<file path="src/hw/rtl/bdq_pkg.sv">
`timescale 1ns / 1ps

package bdq_pkg;

  typedef enum logic [2:0] {
    OP_PUSH_FRONT = 3'd0,
    OP_PUSH_BACK  = 3'd1,
    OP_POP_FRONT  = 3'd2,
    OP_POP_BACK   = 3'd3,
    OP_REVERSE    = 3'd4,
    OP_LOOK       = 3'd5
  } opcode_t;

  typedef enum logic [1:0] {
    ST_OK        = 2'd0,
    ST_UNDERFLOW = 2'd1,
    ST_OVERFLOW  = 2'd2
  } status_t;

  // what every cell of the chain does at a clock edge
  typedef enum logic [2:0] {
    CMD_HOLD,
    CMD_PUSH_HEAD,
    CMD_PUSH_TAIL,
    CMD_POP_HEAD,
    CMD_POP_TAIL
  } cell_cmd_t;

endpackage

</file>
<file path="src/hw/rtl/bounded_deque_unit.sv">
`timescale 1ns / 1ps

// channel  | handshake           | payload
// ---------+---------------------+-------------------------------------------
// in       | in_valid, in_ready  | opcode, value
// out      | out_valid, out_ready| front_value, back_value, count, is_empty,
//          |                     | status
//
// the cell chain shifts on the accept edge, and the one-hot tail pick over the
// chain loads the output register once that register is empty or being read
// in_ready stays low from accept until the beat is in the output register, so
// a stalled output holds one finished beat plus at most one item in the cells
// reset clears occupancy, count and the direction flag; element data is not
// cleared, cells become valid as they are written

module bounded_deque_unit #(
  parameter int DEPTH      = 16,
  parameter int DATA_WIDTH = 32,
  localparam int CW        = $clog2(DEPTH + 1)
) (
  input  logic          clk,
  input  logic          rst,
  input  logic          in_valid,
  output logic          in_ready,
  input  logic [2:0]    opcode,
  input  logic [31:0]   value,
  output logic          out_valid,
  input  logic          out_ready,
  output logic [31:0]   front_value,
  output logic [31:0]   back_value,
  output logic [CW-1:0] count,
  output logic          is_empty,
  output logic [1:0]    status
);

  logic [DEPTH-1:0]      occ;
  logic [DATA_WIDTH-1:0] cell_data [DEPTH];
  logic [DEPTH-1:0]      is_tail;
  logic [DATA_WIDTH-1:0] tail_data;
  logic [DATA_WIDTH-1:0] head_data;
  logic [DATA_WIDTH-1:0] push_data;
  logic [DATA_WIDTH+31:0] value_pad;
  logic [DATA_WIDTH+31:0] head_pad;
  logic [DATA_WIDTH+31:0] tail_pad;

  bdq_pkg::cell_cmd_t cmd;
  bdq_pkg::opcode_t   op;
  bdq_pkg::status_t   status_next;
  bdq_pkg::status_t   pend_status;

  logic          rev;
  logic          rev_next;
  logic [CW-1:0] count_q;
  logic [CW-1:0] count_next;
  logic          pend;
  logic          accept;
  logic          load;
  logic          full;
  logic          empty;

  assign in_ready = !pend;
  assign accept   = in_valid && in_ready;
  assign load     = pend && (!out_valid || out_ready);
  assign full     = occ[DEPTH-1];
  assign empty    = !occ[0];
  assign op       = bdq_pkg::opcode_t'(opcode);

  assign value_pad = {{DATA_WIDTH{1'b0}}, value};
  assign push_data = value_pad[DATA_WIDTH-1:0];

  always_comb begin
    cmd         = bdq_pkg::CMD_HOLD;
    status_next = bdq_pkg::ST_OK;
    rev_next    = rev;
    count_next  = count_q;
    if (accept) begin
      unique case (op) inside
        bdq_pkg::OP_PUSH_FRONT, bdq_pkg::OP_PUSH_BACK: begin
          if (full) begin
            status_next = bdq_pkg::ST_OVERFLOW;
          end else begin
            cmd = ((op == bdq_pkg::OP_PUSH_FRONT) != rev) ? bdq_pkg::CMD_PUSH_HEAD
                                                          : bdq_pkg::CMD_PUSH_TAIL;
            count_next = count_q + CW'(1);
          end
        end
        bdq_pkg::OP_POP_FRONT, bdq_pkg::OP_POP_BACK: begin
          if (empty) begin
            status_next = bdq_pkg::ST_UNDERFLOW;
          end else begin
            cmd = ((op == bdq_pkg::OP_POP_FRONT) != rev) ? bdq_pkg::CMD_POP_HEAD
                                                         : bdq_pkg::CMD_POP_TAIL;
            count_next = count_q - CW'(1);
          end
        end
        bdq_pkg::OP_REVERSE: begin
          rev_next = !rev;
        end
        default: begin
          status_next = bdq_pkg::ST_OK;
        end
      endcase
    end
  end

  // cell 0 is the physical head; its left neighbor is the pushed element
  for (genvar i = 0; i < DEPTH; i++) begin : g_cell
    logic                  prev_occ;
    logic [DATA_WIDTH-1:0] prev_data;
    logic                  next_occ;
    logic [DATA_WIDTH-1:0] next_data;

    if (i == 0) begin : g_first
      assign prev_occ  = 1'b1;
      assign prev_data = push_data;
    end else begin : g_mid
      assign prev_occ  = occ[i-1];
      assign prev_data = cell_data[i-1];
    end

    if (i == DEPTH - 1) begin : g_last
      assign next_occ  = 1'b0;
      assign next_data = '0;
    end else begin : g_inner
      assign next_occ  = occ[i+1];
      assign next_data = cell_data[i+1];
    end

    bdq_cell #(
      .DATA_WIDTH (DATA_WIDTH)
    ) u_cell (
      .clk       (clk),
      .rst       (rst),
      .cmd       (cmd),
      .push_data (push_data),
      .prev_occ  (prev_occ),
      .prev_data (prev_data),
      .next_occ  (next_occ),
      .next_data (next_data),
      .occ       (occ[i]),
      .data      (cell_data[i])
    );
  end

  bdq_tail_sel #(
    .DEPTH      (DEPTH),
    .DATA_WIDTH (DATA_WIDTH)
  ) u_tail_sel (
    .occ       (occ),
    .cell_data (cell_data),
    .is_tail   (is_tail),
    .tail_data (tail_data)
  );

  assign head_data = occ[0] ? cell_data[0] : '0;
  assign head_pad  = {32'b0, head_data};
  assign tail_pad  = {32'b0, tail_data};

  always_ff @(posedge clk) begin
    if (rst) begin
      rev       <= 1'b0;
      count_q   <= '0;
      pend      <= 1'b0;
      out_valid <= 1'b0;
    end else begin
      rev     <= rev_next;
      count_q <= count_next;
      if (accept) begin
        pend <= 1'b1;
      end else if (load) begin
        pend <= 1'b0;
      end
      if (load) begin
        out_valid <= 1'b1;
      end else if (out_ready) begin
        out_valid <= 1'b0;
      end
    end
  end

  always_ff @(posedge clk) begin
    if (accept) begin
      pend_status <= status_next;
    end
    if (load) begin
      front_value <= rev ? tail_pad[31:0] : head_pad[31:0];
      back_value  <= rev ? head_pad[31:0] : tail_pad[31:0];
      count       <= count_q;
      is_empty    <= (count_q == '0);
      status      <= pend_status;
    end
  end

  a_count_matches_cells: assert property (@(posedge clk) disable iff (rst)
    $countones(occ) == int'(count_q))
    else $error("element count disagrees with occupied cells");

  a_single_tail: assert property (@(posedge clk) disable iff (rst)
    $onehot0(is_tail))
    else $error("more than one tail cell");

  a_full_push_keeps_count: assert property (@(posedge clk) disable iff (rst)
    (accept && full && (op == bdq_pkg::OP_PUSH_FRONT || op == bdq_pkg::OP_PUSH_BACK))
    |=> $stable(count_q))
    else $error("push on full deque changed the count");

  a_empty_pop_keeps_cells: assert property (@(posedge clk) disable iff (rst)
    (accept && empty && (op == bdq_pkg::OP_POP_FRONT || op == bdq_pkg::OP_POP_BACK))
    |=> (occ == '0))
    else $error("pop on empty deque changed occupancy");

  a_no_accept_while_pending: assert property (@(posedge clk) disable iff (rst)
    (pend && !load) |=> pend)
    else $error("pending item dropped before reaching the output");

endmodule

</file>
<file path="src/hw/rtl/bdq_cell.sv">
`timescale 1ns / 1ps

module bdq_cell #(
  parameter int DATA_WIDTH = 32
) (
  input  logic                    clk,
  input  logic                    rst,
  input  bdq_pkg::cell_cmd_t      cmd,
  input  logic [DATA_WIDTH-1:0]   push_data,
  input  logic                    prev_occ,
  input  logic [DATA_WIDTH-1:0]   prev_data,
  input  logic                    next_occ,
  input  logic [DATA_WIDTH-1:0]   next_data,
  output logic                    occ,
  output logic [DATA_WIDTH-1:0]   data
);

  logic                  occ_next;
  logic [DATA_WIDTH-1:0] data_next;

  always_comb begin
    occ_next  = occ;
    data_next = data;
    unique case (cmd)
      bdq_pkg::CMD_PUSH_HEAD: begin
        occ_next  = prev_occ;
        data_next = prev_data;
      end
      bdq_pkg::CMD_PUSH_TAIL: begin
        // first free cell after the occupied run takes the new element
        occ_next = occ | prev_occ;
        if (!occ && prev_occ) begin
          data_next = push_data;
        end
      end
      bdq_pkg::CMD_POP_HEAD: begin
        occ_next  = next_occ;
        data_next = next_data;
      end
      bdq_pkg::CMD_POP_TAIL: begin
        occ_next = occ & next_occ;
      end
      default: begin
        occ_next  = occ;
        data_next = data;
      end
    endcase
  end

  always_ff @(posedge clk) begin
    if (rst) begin
      occ <= 1'b0;
    end else begin
      occ <= occ_next;
    end
  end

  always_ff @(posedge clk) begin
    data <= data_next;
  end

endmodule

</file>
<file path="src/hw/rtl/bdq_tail_sel.sv">
`timescale 1ns / 1ps

module bdq_tail_sel #(
  parameter int DEPTH      = 16,
  parameter int DATA_WIDTH = 32
) (
  input  logic [DEPTH-1:0]      occ,
  input  logic [DATA_WIDTH-1:0] cell_data [DEPTH],
  output logic [DEPTH-1:0]      is_tail,
  output logic [DATA_WIDTH-1:0] tail_data
);

  // last occupied cell of the run is the tail
  always_comb begin
    for (int i = 0; i < DEPTH - 1; i++) begin
      is_tail[i] = occ[i] & ~occ[i+1];
    end
    is_tail[DEPTH-1] = occ[DEPTH-1];
  end

  always_comb begin
    tail_data = '0;
    for (int i = 0; i < DEPTH; i++) begin
      tail_data = tail_data | (cell_data[i] & {DATA_WIDTH{is_tail[i]}});
    end
  end

endmodule
</file>
<file path="config.mk">
export PLATFORM = sky130hd
export DESIGN_NAME = bounded_deque_unit
export DESIGN_NICKNAME = d
export VERILOG_FILES = /design/src/hw/rtl/bdq_pkg.sv /design/src/hw/rtl/bounded_deque_unit.sv /design/src/hw/rtl/bdq_cell.sv /design/src/hw/rtl/bdq_tail_sel.sv
export SDC_FILE = /design/constraint.sdc
export NUM_CORES = 1
export LEC_CHECK = 0
export BUFFER_PORTS_ARGS = -buffer_cell sky130_fd_sc_hd__buf_2
export CORE_AREA = 4 4 302 304
export DETAILED_ROUTE_END_ITERATION = 7
export DIE_AREA = 0 0 306 308
export PLACE_DENSITY_LB_ADDON = 0.12
export SETUP_SLACK_MARGIN = 0.3
export SLEW_MARGIN = 15
export SYNTH_ARGS = -nofsm -noshare
export SYNTH_HDL_FRONTEND = slang
export SYNTH_SLANG_ARGS = --single-unit
</file>
<file path="constraint.sdc">
create_clock -name clk -period 5.9 [get_ports clk]
set_input_delay 0 -clock clk [delete_from_list [all_inputs] [get_ports clk]]
set_output_delay 0 -clock clk [all_outputs]
set_load 0.005 [all_outputs]
</file>
==> results of run 1 <==
==> worst max-delay path: stages (launching register included) <==
cell                      delay [ps]
sky130_fd_sc_hd__dfxtp_4         340
sky130_fd_sc_hd__xor2_1          790
sky130_fd_sc_hd__nor2_1          320
sky130_fd_sc_hd__o21ai_4         750
sky130_fd_sc_hd__buf_4           430
sky130_fd_sc_hd__a21oi_4         180
sky130_fd_sc_hd__buf_4           400
==> metal layers <==
metal / wire length, um / GRT usage, % / up-vias
met5: 0 / 0 / -
met4: 3478 / 7.860 / 0
met3: 8254 / 3.344 / 197
met2: 52490 / 37.40 / 1173
met1: 47690 / 31.71 / 12602
li1: - / - / 11245
==> kinds of logic after synthesis <==
family,Yosys count,share of synthesized area (%)
buffers and inverters,307,4.738
multiplexers,33,1.204
AND/OR/NAND/NOR,1144,14.56
AO/OA/AOI/OAI,875,20.35
XOR/XNOR,7,0.1993
adder cells (fa/ha/maj),4,0.1871
flip-flops,610,58.76
==> power by group through the flow <==
| stage | clock network, mW | registers [mW] | logic (mW) |
|---|---|---|---|
| floorplan | 0 | 5.10 | 0.550 |
| global placement | 0 | 5.12 | 0.865 |
| detailed placement | 0 | 5.12 | 0.881 |
| CTS | 4.64 | 5.03 | 0.906 |
| global route | 4.83 | 5.05 | 0.982 |
| finish | 4.53 | 5.04 | 0.901 |
==> registers in the layout, indices dropped and copies added (netlist names) <==
name	cells
count	5
out_valid	1
g_cell.u_cell.data	512
g_cell.u_cell.occ	16
is_empty	1
pend_status	2
back_value	32
rev	1
status	2
count_q	5
pend	1
front_value	32
==> layout make-up <==
cell class,count,area share (%)
flip-flops and latches,610,51.38
multi-input cells,2063,32.91
clock buffers,87,5.521
repair buffers,223,4.721
well taps,1165,4.141
clock inverters,48,1.152
inverters,17,0.1813
==> metrics by stage <==
stage | utilization [%] | instances | setup slack [ps] | instance area [sq um] | total power, mW
after floorplan | - | 2980 | 1356 | 30760 | 5.649
after global placement | 36.70 | 4035 | 2217 | 32380 | 5.987
after detailed placement | 36.76 | 4037 | 2367 | 32440 | 6.004
after CTS | 39.89 | 4213 | 2336 | 35200 | 10.58
after global routing | 39.89 | 4213 | 2166 | 35200 | 10.86
final | 39.89 | 4213 | 2318 | 35200 | 10.46
==> final timing paths <==
path | slack, ps | cells after the start | to | from
setup / recovery | 2320 | 6 | g_cell[4].u_cell.data[9] | rev
hold / removal | 180 | 5 | g_cell[8].u_cell.occ | opcode[0]
hold reg to reg | 440 | 0 | status[0] | pend_status[0]
setup reg to reg | 2320 | 6 | g_cell[4].u_cell.data[9] | rev
==> cells in the final DEF (no fill, tap or decap), types with 3 or more instances in the layout <==
master / n
sky130_fd_sc_hd__and4_1: 4
sky130_fd_sc_hd__clkinv_2: 16
sky130_fd_sc_hd__xor2_1: 3
sky130_fd_sc_hd__o221a_2: 3
sky130_fd_sc_hd__a211oi_1: 3
sky130_fd_sc_hd__nor2b_4: 15
sky130_fd_sc_hd__clkbuf_16: 76
sky130_fd_sc_hd__buf_12: 10
sky130_fd_sc_hd__a22o_1: 146
sky130_fd_sc_hd__a22oi_1: 22
sky130_fd_sc_hd__edfxtp_1: 586
sky130_fd_sc_hd__nor3_1: 3
sky130_fd_sc_hd__dfxtp_1: 21
sky130_fd_sc_hd__o21a_1: 32
sky130_fd_sc_hd__buf_2: 112
sky130_fd_sc_hd__ha_1: 3
sky130_fd_sc_hd__buf_4: 58
sky130_fd_sc_hd__inv_6: 3
sky130_fd_sc_hd__clkinv_1: 20
sky130_fd_sc_hd__nand4_1: 32
sky130_fd_sc_hd__nand2_1: 554
sky130_fd_sc_hd__a21oi_1: 14
sky130_fd_sc_hd__nor2b_1: 3
sky130_fd_sc_hd__a221oi_1: 119
sky130_fd_sc_hd__bufinv_16: 6
sky130_fd_sc_hd__clkbuf_1: 11
sky130_fd_sc_hd__o21ai_0: 9
sky130_fd_sc_hd__a222oi_1: 5
sky130_fd_sc_hd__xnor2_1: 4
sky130_fd_sc_hd__a21oi_4: 17
sky130_fd_sc_hd__a21o_1: 44
sky130_fd_sc_hd__a31oi_1: 449
sky130_fd_sc_hd__nor2_1: 521
sky130_fd_sc_hd__inv_1: 17
sky130_fd_sc_hd__dlygate4sd3_1: 41
sky130_fd_sc_hd__mux2_2: 32
==> impl_results.md, run 1 <==
* Multi-input logic area at 11580 sq um
* Data required time at the worst endpoint at 6210 ps
* CTS Buf Count at 74
* Dominant register cell in the synthesized netlist: sky130_fd_sc_hd__edfxtp_1
* CP Data Arrival Time at 3900 ps
* Gate power share at under 10%
* Cell Rows at 109
* Fin. max-slew vios at 0
* Number of antenna violations at the first check in global routing at 1
* Status: finished clean
* Most frequent cells after synthesis: sky130_fd_sc_hd__edfxtp_1 (586), sky130_fd_sc_hd__nand2_1 (555), sky130_fd_sc_hd__nor2_1 (522), sky130_fd_sc_hd__a31oi_1 (449), sky130_fd_sc_hd__buf_2 (193)
* Number of nets still failing antenna checks after routing at 0
* Class of the most critical hold timing path: in2reg
* Setup skew after layout at 26.78 ps
* Mean instance size in the synthesized netlist at around 10 sq um
* Cells resized by post-CTS repair at 0
* Detailed-placement wirelength estimate at approximately 66 mm
* Depth of the CTS H-tree at 3
* Peak clock frequency supported by timing at 279.2 MHz
* Root Driver: sky130_fd_sc_hd__clkbuf_16
* FF+latch area at between 15000 and 20000 sq um
* Nature of the critical path endpoint: register
* Nets at 3032
* Final GP Congestion at 0.8161
* Vias per std cell at 5.986
* Number of vias in the routed layout at between 20000 and 30000
* Floorplan die area at 94250 sq um
* Most numerous cell in the Yosys netlist: sky130_fd_sc_hd__edfxtp_1
* Number of different library cells in the post-synthesis netlist at 46
* Net switching fraction of the power at 25.09%
* Synth warnings at 0
* Number of clock sinks seen by CTS at 610
* Synth Instances at 2980
* Max VDD drop at 0.0002188 V
* Area added between synthesis and finish at 14.41%
* Share of the cycle needed by the critical path after routing at 60.72%
* Total negative slack at 0 ps
* Count of pins on the block boundary at between 100 and 150
* CP Class: reg2reg
* Overall fraction of global-route tracks in use at 23.03%
* Cell types occupying the most area after synthesis: sky130_fd_sc_hd__edfxtp_1 (57%), sky130_fd_sc_hd__a31oi_1 (9.1%), sky130_fd_sc_hd__nand2_1 (6.8%)
* Leak at 11.55 nW
* # Post-CTS Setup Buffers at 0
* Pin count of the biggest net entering global routing at roughly 160
* Area of the core at 88240 sq um
* WL per Instance at approximately 27 um
* PD cells at 297.3 nW/um^2
* Floorplan die width at 306 um
* Number of synthesized flops with an enable pin at 586
* Worst-path clk slew at roughly 60 ps
* Global-route wire length before repair at 163.6 mm
* Die Y-Extent at 308 um
* Ant diodes at 0
* Post-synthesis register bit count at 610
* Vias in the first global route at 24066
* Number of failing setup endpoints in the final timing report at 0
* Pin slew with the least headroom to its limit at 1128 ps
* Router iterations before antenna repair at 8
* Design internal power at 7.838 mW
* Async S/R FF share, synth at 0%
* Top cell type's share of synthesized area at 57.20%
* Worst hold slack across all endpoints at 176.2 ps
* Slew Limit Headroom at roughly a quarter
* Net Switching at roughly 2.6 mW
* Share of synthesized area occupied by flip-flops and latches at 58.76%
* Routed WL at 111.9 mm
* Remaining global-route overflow at 0
* Starting utilization of the core area at 34.87%
* Filler Cells Inserted at 8550
* CTS tree: built
* Max clock buf depth at 3
* Cell area after synthesis at just over 30000 sq um
* Layout cells sized above 1 at a little under an eighth
* Number of design rule violations left after detail routing at 0
* Number of port buffers at 112
* Worst setup SP type: register
* Number of hold-slack violations in the final timing report at 0
* RSZ-0062 raised after global routing: no
* Clock Power Share at 43.3%
* Sequential fraction of design power at 48.1%
* Syn nets at 3023
* Max-capacitance violation count at 0
* Count of routing violations after the opening detailed-route iteration at 2934
* Minimum clock period at about 3600 ps
* # hold bufs at CTS at 41
* Post-synth top area cell: sky130_fd_sc_hd__edfxtp_1
* Critical Path Fanout Max at 22
* Clock latency at the later pin of the worst-skew pair at 640 ps
Note: power is estimated with default switching activity, not from simulation.
==> run 2: changes to the inputs <==
--- a/config.mk
+++ b/config.mk
@@ -5,10 +5,11 @@
 export SDC_FILE = /design/constraint.sdc
 export NUM_CORES = 1
 export LEC_CHECK = 0
+export ABC_AREA = 1
 export BUFFER_PORTS_ARGS = -buffer_cell sky130_fd_sc_hd__buf_2
-export CORE_AREA = 4 4 302 304
+export CORE_AREA = 4 4 298 300
 export DETAILED_ROUTE_END_ITERATION = 7
-export DIE_AREA = 0 0 306 308
+export DIE_AREA = 0 0 302 304
 export PLACE_DENSITY_LB_ADDON = 0.12
 export SETUP_SLACK_MARGIN = 0.3
 export SLEW_MARGIN = 15
==> constraint.sdc (replaced) <==
create_clock -name clk -period 3.4 [get_ports clk]
set_input_delay 0 -clock clk [delete_from_list [all_inputs] [get_ports clk]]
set_output_delay 0 -clock clk [all_outputs]
set_load 0.005 [all_outputs]
==> run 2 against run 1 <==
Compared with the run above:
- maximum frequency increased by 24%
- largest cell class unchanged
- critical path depth rose by 2
- hold slack improved by 50 ps
- wire length grew 1.4%
- global-route usage grew 0.94 points
- critical endpoint is now g_cell[10].u_cell.data[7]
- flip-flop and latch count did not move
- final area down 1.8%
- critical path type unchanged
- clock-buffer cell count is 12 higher
==> impl_results.md, run 2 <==
* Status: finished clean
* Cell types occupying the most area after synthesis: sky130_fd_sc_hd__edfxtp_1 (59%), sky130_fd_sc_hd__o221ai_1 (12%), sky130_fd_sc_hd__inv_1 (6.6%)
* Power Total at 16.97 mW
* Async S/R FF share, synth at 0%
* Vias in the first global route at 22847
* Register name with the most flops: g_cell.u_cell.data
* Leading registers by flop count: g_cell.u_cell.data: 512 flops, back_value: 32 flops, front_value: 32 flops
* # placed instances at 3931
* Worst R2R Start: rev
* Register-to-register path setup slack at 510 ps
* Fin. max-slew vios at 0
* Minimum clock period at just under 3000 ps
* Number of antenna violations at the first check in global routing at 7
* Floorplan die width at ~300 um
* Detailed-placement wirelength estimate at 68.99 mm
* Number of different library cells in the post-synthesis netlist at 38
* Starting utilization of the core area at 34.66%
* Crit path max-delay family: buffers and inverters
* Remaining global-route overflow at 0
* PD cells at 490.9 nW/um^2
* Synth Instances at 2795
* Layout cells sized above 1 at roughly 11%
* Number of vias in the routed layout at 24390
* Worst hold slack across all endpoints at around 230 ps
* Number of port buffers at 112
* Top cell type's share of synthesized area at 58.89%
* Count of routing violations after the opening detailed-route iteration at 2876
* Number of failing setup endpoints in the final timing report at 0
* Number of synthesized flops with an enable pin at slightly below 600
* Leak at 13.05 nW
* Area after detailed placement at approximately 32000 sq um
* Synth warnings at 0
* Area added between synthesis and finish at 15.66%
* Pin slew with the least headroom to its limit at 1266 ps
* Share of synthesized area occupied by flip-flops and latches at about three fifths
* Routed WL at ~110 mm
* Number of flip-flops in the largest register at ~510
* Hold path depth at 4
* Router iterations before antenna repair at 6
* Number of hold-slack violations in the final timing report at 0
* Floorplan die area at 91810 sq um
* Critical Path Fanout Max at 83
* Most common cell after layout, fill and taps aside: sky130_fd_sc_hd__edfxtp_1
* CTS tree: built
* Final instance area at around 35000 sq um
* Cell type of the slowest stage on the worst timing path: sky130_fd_sc_hd__clkinv_8
* CP Data Arrival Time at 3180 ps
* Peak clock frequency supported by timing at 346.0 MHz
* Count of cell instances traversed by the critical path at 8
* Count of pins on the block boundary at 113
* Worst r2r path cells at 8
* Post-route setup slack at between 500 and 600 ps
* Setup skew after layout at 26.00 ps
* Mean instance size in the synthesized netlist at 10.69 sq um
* CTS Buf Count at 70
* Overall fraction of global-route tracks in use at 23.98%
* Worst-path clk slew at 60 ps
* Depth of the CTS H-tree at 3
* Number of clock sinks seen by CTS at 610
* RSZ-0062 raised after global routing: no
* Critical path launch point: rev
* Post-synth top area cell: sky130_fd_sc_hd__edfxtp_1
* Nets at 2931
* Clock latency at the later pin of the worst-skew pair at 620 ps
* Cell area after synthesis at 29880 sq um
* Final GP Congestion at 0.8280
* Worst setup SP type: register
* Slew Limit Headroom at 15.58%
* Worst hold path startpoint: in_valid
* Multi-input logic area at 8979 sq um
* Max-capacitance violation count at 0
* Max clock buf depth at 3
* Most frequent cells after synthesis: sky130_fd_sc_hd__edfxtp_1 (586), sky130_fd_sc_hd__inv_1 (526), sky130_fd_sc_hd__o221ai_1 (422), sky130_fd_sc_hd__nand2_1 (310), sky130_fd_sc_hd__o21ai_0 (178)
* Max VDD drop at roughly 0.00036 V
* Max incr delay on CP at 510 ps
* Dpl ws at 452.0 ps
* Area of the core at about 86000 sq um
* Global-route wire length before repair at 161.4 mm
* Pin count of the biggest net entering global routing at around 230
* Root Driver: sky130_fd_sc_hd__clkbuf_16
* Highest-count cells in the layout ignoring fill and taps: sky130_fd_sc_hd__edfxtp_1 (586), sky130_fd_sc_hd__inv_1 (526), sky130_fd_sc_hd__o221ai_1 (422)
* Nature of the critical path endpoint: register
* Number of design rule violations left after detail routing at 0
* Number of nets still failing antenna checks after routing at 0
* Data required time at the worst endpoint at 3690 ps
* Most numerous cell in the Yosys netlist: sky130_fd_sc_hd__edfxtp_1
* Total negative slack at 0 ps
* Syn nets at 2838
* Cell Rows at approximately 110
* Class of the most critical hold timing path: in2reg
* Capture point of the worst path: g_cell[10].u_cell.data[7]
* Post-synthesis register bit count at 610
* CP Class: reg2reg
* Vias per std cell at 5.953
* Dominant register cell in the synthesized netlist: sky130_fd_sc_hd__edfxtp_1
* Endpoint of the worst register-to-register path: g_cell[10].u_cell.data[7]
* Total buffers and inverters traversed by the critical path at 3
* Core utilization of the finished layout at approximately 40%
* WL per Instance at 27.70 um
* Final instance count without filler cells at 4097
* FF+latch area at roughly 18000 sq um
* Filler Cells Inserted at 8424
* Die Y-Extent at 304 um
* Cells traversed along the worst timing path: inv_2 -> nand3_1 -> nand2_1 -> o21ai_2 -> nand2_2 -> clkinv_8 -> buf_12 -> o221ai_1
* Share of the cycle needed by the critical path after routing at 85.00%
==> run 2: kinds of logic (layout without fill, tap and decap cells) <==
group | after synthesis | count (layout) | synth area share [%]
flip-flops | 610 | 610 | 60.50
AO/OA/AOI/OAI | 883 | 883 | 21.37
AND/OR/NAND/NOR | 536 | 536 | 7.667
other | 0 | 3 | 0
XOR/XNOR | 4 | 4 | 0.1173
adder cells (fa/ha/maj) | 4 | 4 | 0.1926
buffers and inverters | 758 | 902 | 10.15
==> run 2: metal layers <==
metal  routed length [um]  share of wire [%]  vias to the layer above  GRT usage, %
li1                     -                  -                    10697             -
met1                47920                 42                    12116         34.03
met2                50580                 45                     1377         36.73
met3                11740                 10                      196         5.386
met4                 3225                2.8                        4         7.110
met5                   22              0.019                        -             0
==> run 2: worst min path at each step <==
stage | end | slack (ps)
global placement | pend | 270
detailed placement | pend | 300
global route | g_cell[0].u_cell.data[25] | 270
CTS | g_cell[0].u_cell.data[26] | 220
floorplan | count_q[4] | 70
finish | pend | 230
==> run 2: what timing repair did <==
item                                    in CTS  in global routing
endpoints found under the setup margin       0                154
setup buffers                                0                  0
endpoints found under the hold margin       52                  0
resized for setup                            0                  2
hold buffers                                40                  0
==> run 2: final cells by class <==
type	instances	area share, %
Sequential cell	610	52.32
Multi-Input combinational cell	1427	25.98
Inverter	537	5.869
Clock buffer	99	5.746
Timing Repair Buffer	242	5.470
Tap cell	1155	4.182
Clock inverter	24	0.4127
Antenna cell	3	0.02172
==> run 2: tightest hold or removal path, delay by kind of cell <==
family / cells / cell delay (ps)
buf+inv: 2 / 620
simple gates: 1 / 100
compound gates: 1 / 70
==> run 2: power by group <==
group | switching (mW) | internal (mW) | total, mW
registers | 0.101 | 8.42 | 8.52
clock network | 3.08 | 4.13 | 7.21
logic | 0.835 | 0.406 | 1.24
